===== config.mk =====
export PLATFORM = sky130hd
export DESIGN_NAME = llga_cell
export DESIGN_NICKNAME = d
export VERILOG_FILES = /design/src/rtl/llga_pkg.sv /design/src/rtl/llga_cell.sv
export SDC_FILE = /design/constraint.sdc
export NUM_CORES = 1
export LEC_CHECK = 0
export BUFFER_PORTS_ARGS = -buffer_cell sky130_fd_sc_hd__buf_2
export CAP_MARGIN = 20
export CELL_PAD_IN_SITES_DETAIL_PLACEMENT = 1
export CELL_PAD_IN_SITES_GLOBAL_PLACEMENT = 1
export CORE_ASPECT_RATIO = 1.2
export CORE_MARGIN = 2
export CORE_UTILIZATION = 34
export CTS_BUF_LIST = sky130_fd_sc_hd__clkbuf_8 sky130_fd_sc_hd__clkbuf_16
export CTS_CLUSTER_DIAMETER = 120
export DETAILED_ROUTE_END_ITERATION = 8
export GPL_TIMING_DRIVEN = 1
export PLACE_DENSITY = 0.91
export REMOVE_ABC_BUFFERS = 1
export SYNTH_ARGS = -nofsm -noshare
export SYNTH_HDL_FRONTEND = slang
export SYNTH_SLANG_ARGS = --single-unit

===== constraint.sdc =====
create_clock -name clk -period 0.85 [get_ports clk]
set_clock_uncertainty 0.05 [all_clocks]
set_input_delay 0.0425 -clock clk [delete_from_list [all_inputs] [get_ports clk]]
set_output_delay 0.0425 -clock clk [all_outputs]
set_load 0.02 [all_outputs]

===== src/rtl/llga_pkg.sv =====
// ----------------------------------------------------------------------------
// llga_pkg
// Shared sizes, codes and types of the life-like grid automaton.
// ----------------------------------------------------------------------------
package llga_pkg;

	// grid size
	localparam int GRID_WIDTH  = 64;  // columns, 3 .. 64
	localparam int GRID_HEIGHT = 64;  // rows, 3 .. 64

	localparam int ROW_W = $clog2(GRID_HEIGHT);  // row index bits
	localparam int CNT_W = $clog2(GRID_WIDTH);   // column counter bits

	typedef logic [GRID_HEIGHT-1:0] column_t;

	// item kinds
	typedef enum logic [1:0] {
		KIND_TOGGLE = 2'd0,
		KIND_STEP   = 2'd1,
		KIND_CLEAR  = 2'd2,
		KIND_READ   = 2'd3
	} kind_t;

	// register indexes
	localparam logic [1:0] REG_DEATH_LOW = 2'd0;
	localparam logic [1:0] REG_DEATH_UP  = 2'd1;
	localparam logic [1:0] REG_BIRTH     = 2'd2;

	typedef struct packed {
		logic [3:0] death_low;
		logic [3:0] death_up;
		logic [3:0] birth;
	} rule_cfg_t;

	// control shared by every column cell
	typedef struct packed {
		logic shift;
		logic clear;
	} cell_ctrl_t;

endpackage


===== src/rtl/llga_cell.sv =====
// ----------------------------------------------------------------------------
// llga_cell
// One column of the grid; hands its column to the next cell on a shift.
// ----------------------------------------------------------------------------
module llga_cell
	import llga_pkg::*;
(
	input  logic       clk,
	input  logic       arst_n,
	input  cell_ctrl_t ctrl,
	input  column_t    shift_in,
	output column_t    col
);

	column_t col_q;

	always_ff @(posedge clk or negedge arst_n) begin
		if (!arst_n) begin
			col_q <= '0;
		end else if (ctrl.clear) begin
			col_q <= '0;
		end else if (ctrl.shift) begin
			col_q <= shift_in;
		end
	end

	assign col = col_q;

endmodule


==> results of run 1 <==
worst min-delay path by stage:
stage | slack [ps] | depth (start not counted) | start | endpoint
3_3_place_gp | 3 | 2 | arst_n | col[46]
4_1_cts | 90 | 3 | ctrl[0] | col[61]
6_report | 100 | 3 | ctrl[0] | col[25]
2_1_floorplan | -300 | 0 | arst_n | col[0]
3_5_place_dp | 10 | 2 | arst_n | col[46]
5_1_grt | 100 | 3 | ctrl[0] | col[18]
synth_stat cells:
cell,count,area share [%]
buf_8,6,3.5
nor2_1,64,9.2
dfrtp_1,64,61
mux2i_1,64,25
buf_6,1,0.43
buf_1,6,0.86
clkbuf_2,1,0.19
layout make-up:
type                            count  share of cell area (%)
Clock buffer                       11                    3.09
Sequential cell                    64                    32.7
Antenna cell                        1                  0.0511
Tap cell                           92                    2.35
Multi-Input combinational cell    128                    19.0
Timing Repair Buffer              232                    42.4
Clock inverter                      4                   0.434
cell families (layout without fill, tap and decap cells):
logic type / after synthesis / count (layout)
buffers and inverters: 14 / 247
and+or+nand+nor: 64 / 64
muxes: 64 / 64
other: 0 / 1
DFF: 64 / 64
through the flow:
stage | std cells | setup WS [ps] | power, mW | setup TNS (ps) | hold slack (ps)
floorplan | 192 | 68.6 | 3.83 | 0 | -303
global placement | 423 | 9.48 | 4.43 | 0 | 3.06
detailed placement | 423 | -68.9 | 4.49 | -641 | 9.61
CTS | 516 | -137 | 7.30 | -7680 | 93.6
global route | 532 | -192 | 7.82 | -11930 | 102
finish | 532 | -170 | 7.47 | -8680 | 96.9
timing repair:
action,in CTS,in global routing
setup buffers,13,15
pin swaps,0,7
hold endpoints to repair,128,0
endpoints found under the setup margin,64,82
resized for setup,129,15
hold buffers,65,0
power breakdown:
| group | total, mW | internal (mW) | switching, mW | leakage [nW] |
|---|---|---|---|---|
| combinational | 1.77 | 0.975 | 0.800 | 1.63 |
| clock | 2.33 | 1.18 | 1.15 | 0.0924 |
| sequential | 3.37 | 3.22 | 0.151 | 0.849 |
| total | 7.47 | 5.37 | 2.10 | 2.57 |
layer usage:
| layer | wire [µm] | global-route usage [%] | share of wire, % |
|---|---|---|---|
| met1 | 3350 | 24.3 | 32 |
| met2 | 6360 | 50.6 | 61 |
| met3 | 394 | 5.26 | 3.8 |
| met4 | 385 | 11.9 | 3.7 |
| met5 | 0 | 0 | 0 |
==> run_summary.xml, run 1 <==
<?xml version="1.0" encoding="UTF-8"?>
<metrics>
  <group name="timing">
    <metric name="finalMaxSlewViolations" unit="">0</metric>
    <metric name="final_period_minus_worst_setup_slack" unit="ps">1020</metric>
    <metric name="max_slew_margin" unit="%">84.0</metric>
    <metric name="grt_setup_unrepaired" unit="">yes</metric>
    <metric name="final_worst_slack" unit="ps">-170</metric>
    <metric name="fmax" unit="GHz">0.980</metric>
    <metric name="finalSetupViolations" unit="">96</metric>
    <metric name="post-route-period-util" unit="%">120</metric>
    <metric name="timing.final.hold_violations" unit="">0</metric>
    <metric name="tightest_slew" unit="ps">234</metric>
  </group>
  <group name="setup_path">
    <metric name="worst_setup_path_endpoint" unit="">col[18]</metric>
    <metric name="cp.buffers_inverters" unit="">1</metric>
    <metric name="critPathMaxStageDelay" unit="ps">430</metric>
    <metric name="crit-reg2reg-launch" unit="">col[18]</metric>
    <metric name="cp-start-kind" unit="">flop</metric>
    <metric name="worstSetupStartpoint" unit="">col[18]</metric>
    <metric name="worst-endpoint-required" unit="ps">760</metric>
    <metric name="worst_ep_arrival_time" unit="ps">930</metric>
    <metric name="critical_path_class" unit="">flop to primary output</metric>
    <metric name="rr_worst_depth" unit="">3</metric>
    <metric name="worst_path_dominant_cell_family" unit="">flip-flops</metric>
    <metric name="cp-end-kind" unit="">primary output</metric>
    <metric name="minimum_setup_slack_among_reg_to_reg_paths" unit="ps">-110</metric>
    <metric name="critical_path_peak_fanout" unit="">2</metric>
    <metric name="cp.depth" unit="">1</metric>
    <metric name="path_cells" unit="">buf_6</metric>
    <metric name="timing.rr.end" unit="">col[18]</metric>
    <metric name="max_stage_delay_cell_worst_path" unit="">dfrtp_1</metric>
  </group>
  <group name="route">
    <metric name="viasPerCell" unit="">4.74</metric>
    <metric name="drc_errors" unit="">0</metric>
    <metric name="drt_iter0_markers" unit="">62</metric>
    <metric name="firstDrtPassIters" unit="">4</metric>
    <metric name="drt_wl_total" unit="µm">10500</metric>
    <metric name="vias" unit="">2521</metric>
    <metric name="drtAntennaViolNets" unit="">0</metric>
    <metric name="avgRoutedWirePerCell" unit="µm">19.7</metric>
  </group>
  <group name="global_route">
    <metric name="grt_first_pass_wirelength" unit="µm">16000</metric>
    <metric name="grt_start_max_net_pins" unit="">34</metric>
    <metric name="grt_pass1_vias" unit="">3042</metric>
    <metric name="antenna_found_initial" unit="">1</metric>
    <metric name="grtUsageTotal" unit="%">25.3</metric>
    <metric name="globalRoute.totalOverflow" unit="">0</metric>
  </group>
  <group name="clock_network">
    <metric name="cts.path.max_buffers" unit="">2</metric>
    <metric name="cts_sink_count" unit="">64</metric>
    <metric name="worst_skew_pair.late_latency" unit="ps">340</metric>
    <metric name="htree_levels" unit="">3</metric>
    <metric name="cts_tree" unit="">done</metric>
    <metric name="inserted_clock_buffers" unit="">9</metric>
    <metric name="clock_tree.root_cell" unit="">clkbuf_8</metric>
    <metric name="path_clk_slew" unit="ps">80</metric>
  </group>
  <group name="synth">
    <metric name="synth_xor_xnor_area_share" unit="%">0</metric>
    <metric name="post_synth_and_or_nand_nor_area_fraction" unit="%">9.20</metric>
    <metric name="synth_seq_area_share" unit="%">61.3</metric>
    <metric name="synth-warning-count" unit="">0</metric>
    <metric name="yosys.area_share.adder" unit="%">0</metric>
    <metric name="ys_types" unit="">7</metric>
    <metric name="largest_family_of_logic_cells_by_synthesized_area" unit="">multiplexers</metric>
    <metric name="synth-compound-area-share" unit="%">0</metric>
    <metric name="synthesis.instances" unit="">206</metric>
    <metric name="postSynthRegisterBits" unit="">64</metric>
    <metric name="avgSynthCellArea" unit="µm²">12.7</metric>
    <metric name="netlist_area" unit="µm²">2610</metric>
    <metric name="synthMuxAreaShare" unit="%">24.5</metric>
  </group>
  <group name="place">
    <metric name="port_buffers" unit="">131</metric>
    <metric name="place.detailed.hpwl" unit="µm">4980</metric>
    <metric name="post_dp_cell_area" unit="µm²">3390</metric>
    <metric name="place_congestion" unit="">0.705</metric>
  </group>
  <group name="layout">
    <metric name="area_growth" unit="%">87.6</metric>
    <metric name="layout-drive-gt1-share" unit="%">42.8</metric>
    <metric name="finalCoreUtilization" unit="%">64.7</metric>
    <metric name="finish.instance_area" unit="µm²">4900</metric>
    <metric name="leading_cell_type_in_the_layout_fill_and_taps_excluded" unit="">buf_6</metric>
    <metric name="fill_cells" unit="">774</metric>
    <metric name="layout_common_cells" unit="">70 x buf_6, 66 x buf_2, 65 x dlygate4sd3_1, 64 x dfrtp_1, 62 x nor2_1</metric>
    <metric name="largest_reg_flops" unit="">64</metric>
    <metric name="footprint_of_the_flip_flops_and_latches" unit="µm²">1600</metric>
    <metric name="multi_input_area" unit="µm²">931</metric>
    <metric name="nets" unit="">503</metric>
  </group>
  <group name="power_and_ir_drop">
    <metric name="power_density" unit="nW/µm²">1530</metric>
    <metric name="power_leakage" unit="nW">2.57</metric>
    <metric name="max-vdd-ir-drop" unit="V">0.000820</metric>
  </group>
  <group name="run_status">
    <metric name="run_status" unit="">finished with violations</metric>
    <metric name="violations" unit="">setup timing</metric>
  </group>
  <group name="floorplan">
    <metric name="die_x_extent" unit="µm">84</metric>
    <metric name="floorplan.initialDensity" unit="%">34.5</metric>
    <metric name="chipHeight" unit="µm">100</metric>
    <metric name="design.die.area" unit="µm²">8400</metric>
    <metric name="placeableCoreArea" unit="µm²">7580</metric>
    <metric name="boundaryPins" unit="">132</metric>
    <metric name="rows" unit="">35</metric>
  </group>
  <group name="run">
    <metric name="max-cap-violations" unit="">0</metric>
  </group>
  <group name="worst_hold_path">
    <metric name="hp-class" unit="">input port to flop</metric>
  </group>
</metrics>
Note: power is estimated with default switching activity, not from simulation.
==> inputs of run 2 (changes only) <==
--- a/config.mk
+++ b/config.mk
@@ -12,10 +12,10 @@
 export CORE_ASPECT_RATIO = 1.2
 export CORE_MARGIN = 2
-export CORE_UTILIZATION = 34
+export CORE_UTILIZATION = 31
 export CTS_BUF_LIST = sky130_fd_sc_hd__clkbuf_8 sky130_fd_sc_hd__clkbuf_16
 export CTS_CLUSTER_DIAMETER = 120
 export DETAILED_ROUTE_END_ITERATION = 8
 export GPL_TIMING_DRIVEN = 1
-export PLACE_DENSITY = 0.91
+export PLACE_DENSITY = 0.88
 export REMOVE_ABC_BUFFERS = 1
 export SYNTH_ARGS = -nofsm -noshare
==> constraint.sdc (replaced) <==
create_clock -name clk -period 0.8 [get_ports clk]
set_clock_uncertainty 0.05 [all_clocks]
set_input_delay 0.16 -clock clk [delete_from_list [all_inputs] [get_ports clk]]
set_output_delay 0.16 -clock clk [all_outputs]
set_load 0.02 [all_outputs]
==> run_summary.xml, run 2 (synthesis gave the netlist of run 1 again) <==
<?xml version="1.0" encoding="UTF-8"?>
<metrics>
  <group name="setup_path">
    <metric name="critPathMaxStageDelay" unit="ps">410</metric>
    <metric name="worst-endpoint-required" unit="ps">590</metric>
    <metric name="max_stage_delay_cell_worst_path" unit="">dfrtp_1</metric>
    <metric name="timing.rr.end" unit="">col[53]</metric>
    <metric name="worst_path_dominant_cell_family" unit="">flip-flops</metric>
    <metric name="critical_path_class" unit="">flop to primary output</metric>
    <metric name="cp-end-kind" unit="">primary output</metric>
    <metric name="cp-start-kind" unit="">flop</metric>
    <metric name="cp.buffers_inverters" unit="">1</metric>
    <metric name="worst_ep_arrival_time" unit="ps">880</metric>
    <metric name="path_cells" unit="">buf_6</metric>
    <metric name="crit-reg2reg-launch" unit="">col[53]</metric>
    <metric name="rr_worst_depth" unit="">3</metric>
    <metric name="critical_path_peak_fanout" unit="">2</metric>
    <metric name="minimum_setup_slack_among_reg_to_reg_paths" unit="ps">-140</metric>
  </group>
  <group name="timing">
    <metric name="final_period_minus_worst_setup_slack" unit="ps">1090</metric>
    <metric name="finalMaxSlewViolations" unit="">0</metric>
    <metric name="timing.final.hold_violations" unit="">0</metric>
    <metric name="tightest_slew" unit="ps">269</metric>
    <metric name="finalSetupViolations" unit="">84</metric>
    <metric name="tns" unit="ps">-18760</metric>
    <metric name="final.hold.worst_slack" unit="ps">23.2</metric>
    <metric name="max_slew_margin" unit="%">82.0</metric>
    <metric name="post-route-period-util" unit="%">136</metric>
    <metric name="final_worst_slack" unit="ps">-291</metric>
    <metric name="grt_setup_unrepaired" unit="">yes</metric>
    <metric name="fmax" unit="GHz">0.916</metric>
  </group>
  <group name="layout">
    <metric name="finish.instance_area" unit="µm²">4220</metric>
    <metric name="finalCoreUtilization" unit="%">51.7</metric>
    <metric name="num_antenna_cells" unit="">0</metric>
    <metric name="layout_common_cells" unit="">67 x buf_6, 66 x buf_2, 64 x nor2_1, 64 x dfrtp_1, 61 x mux2i_1</metric>
    <metric name="layout-drive-gt1-share" unit="%">47.7</metric>
    <metric name="multi_input_area" unit="µm²">910</metric>
    <metric name="largest_reg_flops" unit="">64</metric>
    <metric name="area_growth" unit="%">61.5</metric>
    <metric name="fill_cells" unit="">876</metric>
    <metric name="leading_cell_type_in_the_layout_fill_and_taps_excluded" unit="">buf_6</metric>
    <metric name="nets" unit="">428</metric>
    <metric name="footprint_of_the_flip_flops_and_latches" unit="µm²">1600</metric>
  </group>
  <group name="global_route">
    <metric name="globalRoute.totalOverflow" unit="">0</metric>
    <metric name="grt_start_max_net_pins" unit="">35</metric>
    <metric name="grt_first_pass_wirelength" unit="µm">11700</metric>
    <metric name="grt_pass1_vias" unit="">2364</metric>
    <metric name="antenna_found_initial" unit="">0</metric>
    <metric name="grtUsageTotal" unit="%">16.6</metric>
  </group>
  <group name="power_and_ir_drop">
    <metric name="power_leakage" unit="nW">2.27</metric>
    <metric name="max-vdd-ir-drop" unit="V">0.000854</metric>
    <metric name="power_density" unit="nW/µm²">1930</metric>
  </group>
  <group name="route">
    <metric name="viasPerCell" unit="">4.44</metric>
    <metric name="drt_wl_total" unit="µm">7500</metric>
    <metric name="drt_iter0_markers" unit="">72</metric>
    <metric name="firstDrtPassIters" unit="">4</metric>
    <metric name="vias" unit="">2129</metric>
    <metric name="drtAntennaViolNets" unit="">0</metric>
    <metric name="drc_errors" unit="">0</metric>
    <metric name="avgRoutedWirePerCell" unit="µm">15.7</metric>
  </group>
  <group name="clock_network">
    <metric name="htree_levels" unit="">3</metric>
    <metric name="clock_tree.root_cell" unit="">clkbuf_8</metric>
    <metric name="worst_skew_pair.late_latency" unit="ps">330</metric>
    <metric name="path_clk_slew" unit="ps">70</metric>
    <metric name="cts.path.max_buffers" unit="">2</metric>
    <metric name="cts_tree" unit="">done</metric>
    <metric name="inserted_clock_buffers" unit="">9</metric>
    <metric name="cts_sink_count" unit="">64</metric>
  </group>
  <group name="run">
    <metric name="max-cap-violations" unit="">0</metric>
  </group>
  <group name="place">
    <metric name="place_ws" unit="ps">-230</metric>
    <metric name="port_buffers" unit="">131</metric>
    <metric name="place.detailed.hpwl" unit="µm">4780</metric>
    <metric name="place_congestion" unit="">0.731</metric>
    <metric name="post_dp_cell_area" unit="µm²">3400</metric>
  </group>
  <group name="floorplan">
    <metric name="design.die.area" unit="µm²">9180</metric>
    <metric name="chipHeight" unit="µm">105</metric>
    <metric name="placeableCoreArea" unit="µm²">8150</metric>
    <metric name="floorplan.initialDensity" unit="%">32.0</metric>
    <metric name="rows" unit="">36</metric>
    <metric name="die_x_extent" unit="µm">87.8</metric>
    <metric name="boundaryPins" unit="">132</metric>
  </group>
  <group name="worst_hold_path">
    <metric name="start_point_of_the_worst_hold_path" unit="">shift_in[58]</metric>
    <metric name="timing.hold.worst_path_depth" unit="">3</metric>
    <metric name="hp-class" unit="">input port to flop</metric>
    <metric name="min_to" unit="">col[58]</metric>
  </group>
  <group name="run_status">
    <metric name="run_status" unit="">finished with violations</metric>
    <metric name="violations" unit="">setup timing</metric>
  </group>
</metrics>
-- run 2: per-layer routing --
layer  vias to the layer above  global-route usage [%]  wire length, µm  share of wire [%]
li1                        985                       -                -                  -
met1                      1057                    18.3             2690                 36
met2                        73                    29.6             4240                 57
met3                        14                    3.87              392                5.2
met4                         0                    6.92              177                2.4
met5                         -                       0                0                  0
-- run 2: worst max path at each step --
stage | startpoint | end | slack, ps | cells after the start
after floorplan | col[0] | col[0] | 20 | 2
after global placement | ctrl[1] | col[3] | -180 | 4
after detailed placement | ctrl[1] | col[11] | -230 | 4
after CTS | col[60] | col[60] | -320 | 1
after global routing | col[33] | col[33] | -340 | 1
final | col[24] | col[24] | -290 | 1
-- run 2: repair_timing --
action / CTS / global route
endpoints found under the hold margin: 64 / 0
hold buffers: 1 / 0
pin swaps: 0 / 5
resized for setup: 128 / 8
endpoints found under the setup margin: 64 / 92
buffers inserted: 10 / 10
-- run 2: where the power goes --
| part | switching, mW | internal [mW] |
|---|---|---|
| combinational | 0.720 | 0.782 |
| sequential | 0.141 | 3.42 |
| clock | 1.25 | 1.82 |
| total | 2.11 | 6.02 |
-- run 2: final cells by class --
class / count / area share (%)
multi-input cells: 128 / 21.6
repair buffers: 157 / 31.8
clock inverters: 6 / 1.99
flip-flops and latches: 64 / 38.0
well taps: 114 / 3.38
clock buffers: 10 / 3.26
-- run 2: metrics by stage --
step / cells / total power, mW
after global placement: 443 / 4.70
after floorplan: 192 / 4.07
after global routing: 479 / 8.55
after detailed placement: 443 / 4.75
final: 479 / 8.13
after CTS: 470 / 8.16
==> inputs of run 3 (changes only) <==
--- a/config.mk
+++ b/config.mk
@@ -6,5 +6,4 @@
 export NUM_CORES = 1
 export LEC_CHECK = 0
-export BUFFER_PORTS_ARGS = -buffer_cell sky130_fd_sc_hd__buf_2
 export CAP_MARGIN = 20
 export CELL_PAD_IN_SITES_DETAIL_PLACEMENT = 1
@@ -12,10 +11,11 @@
 export CORE_ASPECT_RATIO = 1.2
 export CORE_MARGIN = 2
-export CORE_UTILIZATION = 31
+export CORE_UTILIZATION = 42
 export CTS_BUF_LIST = sky130_fd_sc_hd__clkbuf_8 sky130_fd_sc_hd__clkbuf_16
 export CTS_CLUSTER_DIAMETER = 120
 export DETAILED_ROUTE_END_ITERATION = 8
+export DONT_BUFFER_PORTS = 1
 export GPL_TIMING_DRIVEN = 1
-export PLACE_DENSITY = 0.88
+export PLACE_DENSITY_LB_ADDON = 0.15
 export REMOVE_ABC_BUFFERS = 1
 export SYNTH_ARGS = -nofsm -noshare
==> constraint.sdc (replaced) <==
create_clock -name clk -period 0.8 [get_ports clk]
set_clock_uncertainty 0.05 [all_clocks]
set_input_delay 0.08 -clock clk [delete_from_list [all_inputs] [get_ports clk]]
set_output_delay 0.08 -clock clk [all_outputs]
set_load 0.02 [all_outputs]
==> run_summary.xml, run 3 (synthesis gave the netlist of run 1 again) <==
<?xml version="1.0" encoding="UTF-8"?>
<metrics>
  <group name="setup_path">
    <metric name="path_cells" unit="">buf_6</metric>
    <metric name="worst-endpoint-required" unit="ps">670</metric>
    <metric name="worst_setup_path_endpoint" unit="">col[57]</metric>
    <metric name="critPathMaxStageDelay" unit="ps">410</metric>
    <metric name="worst_path_dominant_cell_family" unit="">flip-flops</metric>
    <metric name="cp-end-kind" unit="">primary output</metric>
    <metric name="critical_path_peak_fanout" unit="">2</metric>
    <metric name="cp.depth" unit="">1</metric>
    <metric name="crit-reg2reg-launch" unit="">col[57]</metric>
    <metric name="max_stage_delay_cell_worst_path" unit="">dfrtp_1</metric>
    <metric name="minimum_setup_slack_among_reg_to_reg_paths" unit="ps">-130</metric>
    <metric name="rr_worst_depth" unit="">3</metric>
    <metric name="cp-start-kind" unit="">flop</metric>
    <metric name="critical_path_class" unit="">flop to primary output</metric>
    <metric name="cp.buffers_inverters" unit="">1</metric>
    <metric name="timing.rr.end" unit="">col[57]</metric>
    <metric name="worstSetupStartpoint" unit="">col[57]</metric>
    <metric name="worst_ep_arrival_time" unit="ps">880</metric>
  </group>
  <group name="layout">
    <metric name="layoutNonFillerInstCount" unit="">387</metric>
    <metric name="finish.instance_area" unit="µm²">3780</metric>
    <metric name="leading_cell_type_in_the_layout_fill_and_taps_excluded" unit="">buf_6</metric>
    <metric name="area_growth" unit="%">44.8</metric>
    <metric name="largest_reg_flops" unit="">64</metric>
    <metric name="layout_common_cells" unit="">69 x buf_6, 64 x nor2_1, 64 x dfrtp_1, 61 x mux2i_1, 28 x buf_4</metric>
    <metric name="layout-drive-gt1-share" unit="%">37.4</metric>
    <metric name="num_antenna_cells" unit="">0</metric>
    <metric name="nets" unit="">368</metric>
  </group>
  <group name="route">
    <metric name="viasPerCell" unit="">4.85</metric>
    <metric name="drt_wl_total" unit="µm">6560</metric>
    <metric name="vias" unit="">1878</metric>
    <metric name="drtAntennaViolNets" unit="">0</metric>
    <metric name="firstDrtPassIters" unit="">4</metric>
    <metric name="drc_errors" unit="">0</metric>
    <metric name="drt_iter0_markers" unit="">70</metric>
    <metric name="avgRoutedWirePerCell" unit="µm">16.9</metric>
  </group>
  <group name="power_and_ir_drop">
    <metric name="power_density" unit="nW/µm²">1950</metric>
    <metric name="p_comb_share" unit="%">15.1</metric>
    <metric name="max-vdd-ir-drop" unit="V">0.00123</metric>
    <metric name="power.switching" unit="mW">1.73</metric>
    <metric name="cellInternalPower" unit="mW">5.64</metric>
    <metric name="power_leakage" unit="nW">2.01</metric>
    <metric name="netSwitchingFraction" unit="%">23.5</metric>
    <metric name="final_power" unit="mW">7.38</metric>
    <metric name="p_clk_share" unit="%">36.6</metric>
    <metric name="share_seq_of_total_power" unit="%">48.3</metric>
  </group>
  <group name="global_route">
    <metric name="grt_pass1_vias" unit="">2150</metric>
    <metric name="globalRoute.totalOverflow" unit="">0</metric>
    <metric name="grt_start_max_net_pins" unit="">65</metric>
    <metric name="grtUsageTotal" unit="%">19.8</metric>
    <metric name="antenna_found_initial" unit="">0</metric>
    <metric name="grt_first_pass_wirelength" unit="µm">10800</metric>
  </group>
  <group name="place">
    <metric name="post_dp_cell_area" unit="µm²">3070</metric>
    <metric name="place.detailed.hpwl" unit="µm">4080</metric>
    <metric name="place_congestion" unit="">0.729</metric>
    <metric name="placedCellCount" unit="">338</metric>
    <metric name="port_buffers" unit="">0</metric>
  </group>
  <group name="timing">
    <metric name="post-route-period-util" unit="%">126</metric>
    <metric name="timing.final.hold_violations" unit="">128</metric>
    <metric name="tightest_slew" unit="ps">178</metric>
    <metric name="final_worst_slack" unit="ps">-211</metric>
    <metric name="finalSetupViolations" unit="">97</metric>
    <metric name="finalMaxSlewViolations" unit="">0</metric>
    <metric name="final.hold.worst_slack" unit="ps">-611</metric>
    <metric name="grt_setup_unrepaired" unit="">yes</metric>
    <metric name="fmax" unit="GHz">0.989</metric>
    <metric name="final_period_minus_worst_setup_slack" unit="ps">1010</metric>
    <metric name="max_slew_margin" unit="%">87.8</metric>
  </group>
  <group name="clock_network">
    <metric name="clock_tree.root_cell" unit="">clkbuf_8</metric>
    <metric name="path_clk_slew" unit="ps">70</metric>
    <metric name="cts_sink_count" unit="">64</metric>
    <metric name="htree_levels" unit="">3</metric>
    <metric name="worst_skew_pair.late_latency" unit="ps">330</metric>
    <metric name="inserted_clock_buffers" unit="">9</metric>
    <metric name="cts_tree" unit="">done</metric>
    <metric name="cts.path.max_buffers" unit="">2</metric>
  </group>
  <group name="floorplan">
    <metric name="chipHeight" unit="µm">90.4</metric>
    <metric name="rows" unit="">31</metric>
    <metric name="placeableCoreArea" unit="µm²">6010</metric>
    <metric name="boundaryPins" unit="">132</metric>
    <metric name="floorplan.initialDensity" unit="%">43.4</metric>
    <metric name="die_x_extent" unit="µm">76.0</metric>
    <metric name="design.die.area" unit="µm²">6870</metric>
  </group>
  <group name="run_status">
    <metric name="run_status" unit="">finished with violations</metric>
    <metric name="violations" unit="">hold timing, setup timing</metric>
  </group>
  <group name="worst_hold_path">
    <metric name="hp-class" unit="">input port to async pin</metric>
  </group>
  <group name="run">
    <metric name="max-cap-violations" unit="">0</metric>
  </group>
</metrics>
## run 3: power groups by stage
stage	Combinational, mW	Clock [mW]	Sequential [mW]
finish	1.11	2.70	3.56
global placement	0.830	0	3.57
CTS	1.05	2.80	3.55
floorplan	0.274	0	3.80
detailed placement	0.855	0	3.58
global route	1.18	2.97	3.58
## run 3: per-stage QoR
| step | setup TNS (ps) | setup slack [ps] | utilization (%) |
|---|---|---|---|
| after floorplan | 0 | 18.6 | - |
| after global placement | 0 | 89.4 | 51.0 |
| after detailed placement | 0 | 26.4 | 51.0 |
| after CTS | -14470 | -230 | 60.8 |
| after global routing | -18260 | -249 | 62.9 |
| final | -14450 | -211 | 62.9 |
## run 3: final cells by class
cell class | instances | area, µm²
clock buffer | 11 | 151
timing repair buffer | 97 | 987
fill | 602 | 2230
sequential | 64 | 1600
multi-input combinational | 128 | 892
clock inverter | 5 | 47.5
tap | 82 | 103
## run 3: per-layer routing
| metal | share of wire, % | up-vias | GRT usage, % |
|---|---|---|---|
| met2 | 54 | 75 | 34.5 |
| met4 | 1.7 | 0 | 8.18 |
| li1 | - | 865 | - |
| met5 | 0 | - | 0 |
| met3 | 6.6 | 8 | 5.40 |
| met1 | 38 | 930 | 23.0 |
## run 3: worst min-delay path by stage
stage / startpoint / endpoint / slack, ps / cells after the start
2_1_floorplan: arst_n / col[0] / -270 / 0
4_1_cts: arst_n / col[15] / -630 / 0
3_3_place_gp: arst_n / col[7] / -260 / 0
3_5_place_dp: arst_n / col[7] / -260 / 0
5_1_grt: arst_n / col[5] / -630 / 0
6_report: arst_n / col[34] / -610 / 0
## run 3: timing repair
action | CTS | global route
resized for setup | 64 | 8
pin swaps | 0 | 11
buffers inserted | 20 | 13
endpoints found under the setup margin | 64 | 101
endpoints found under the hold margin | 128 | 128
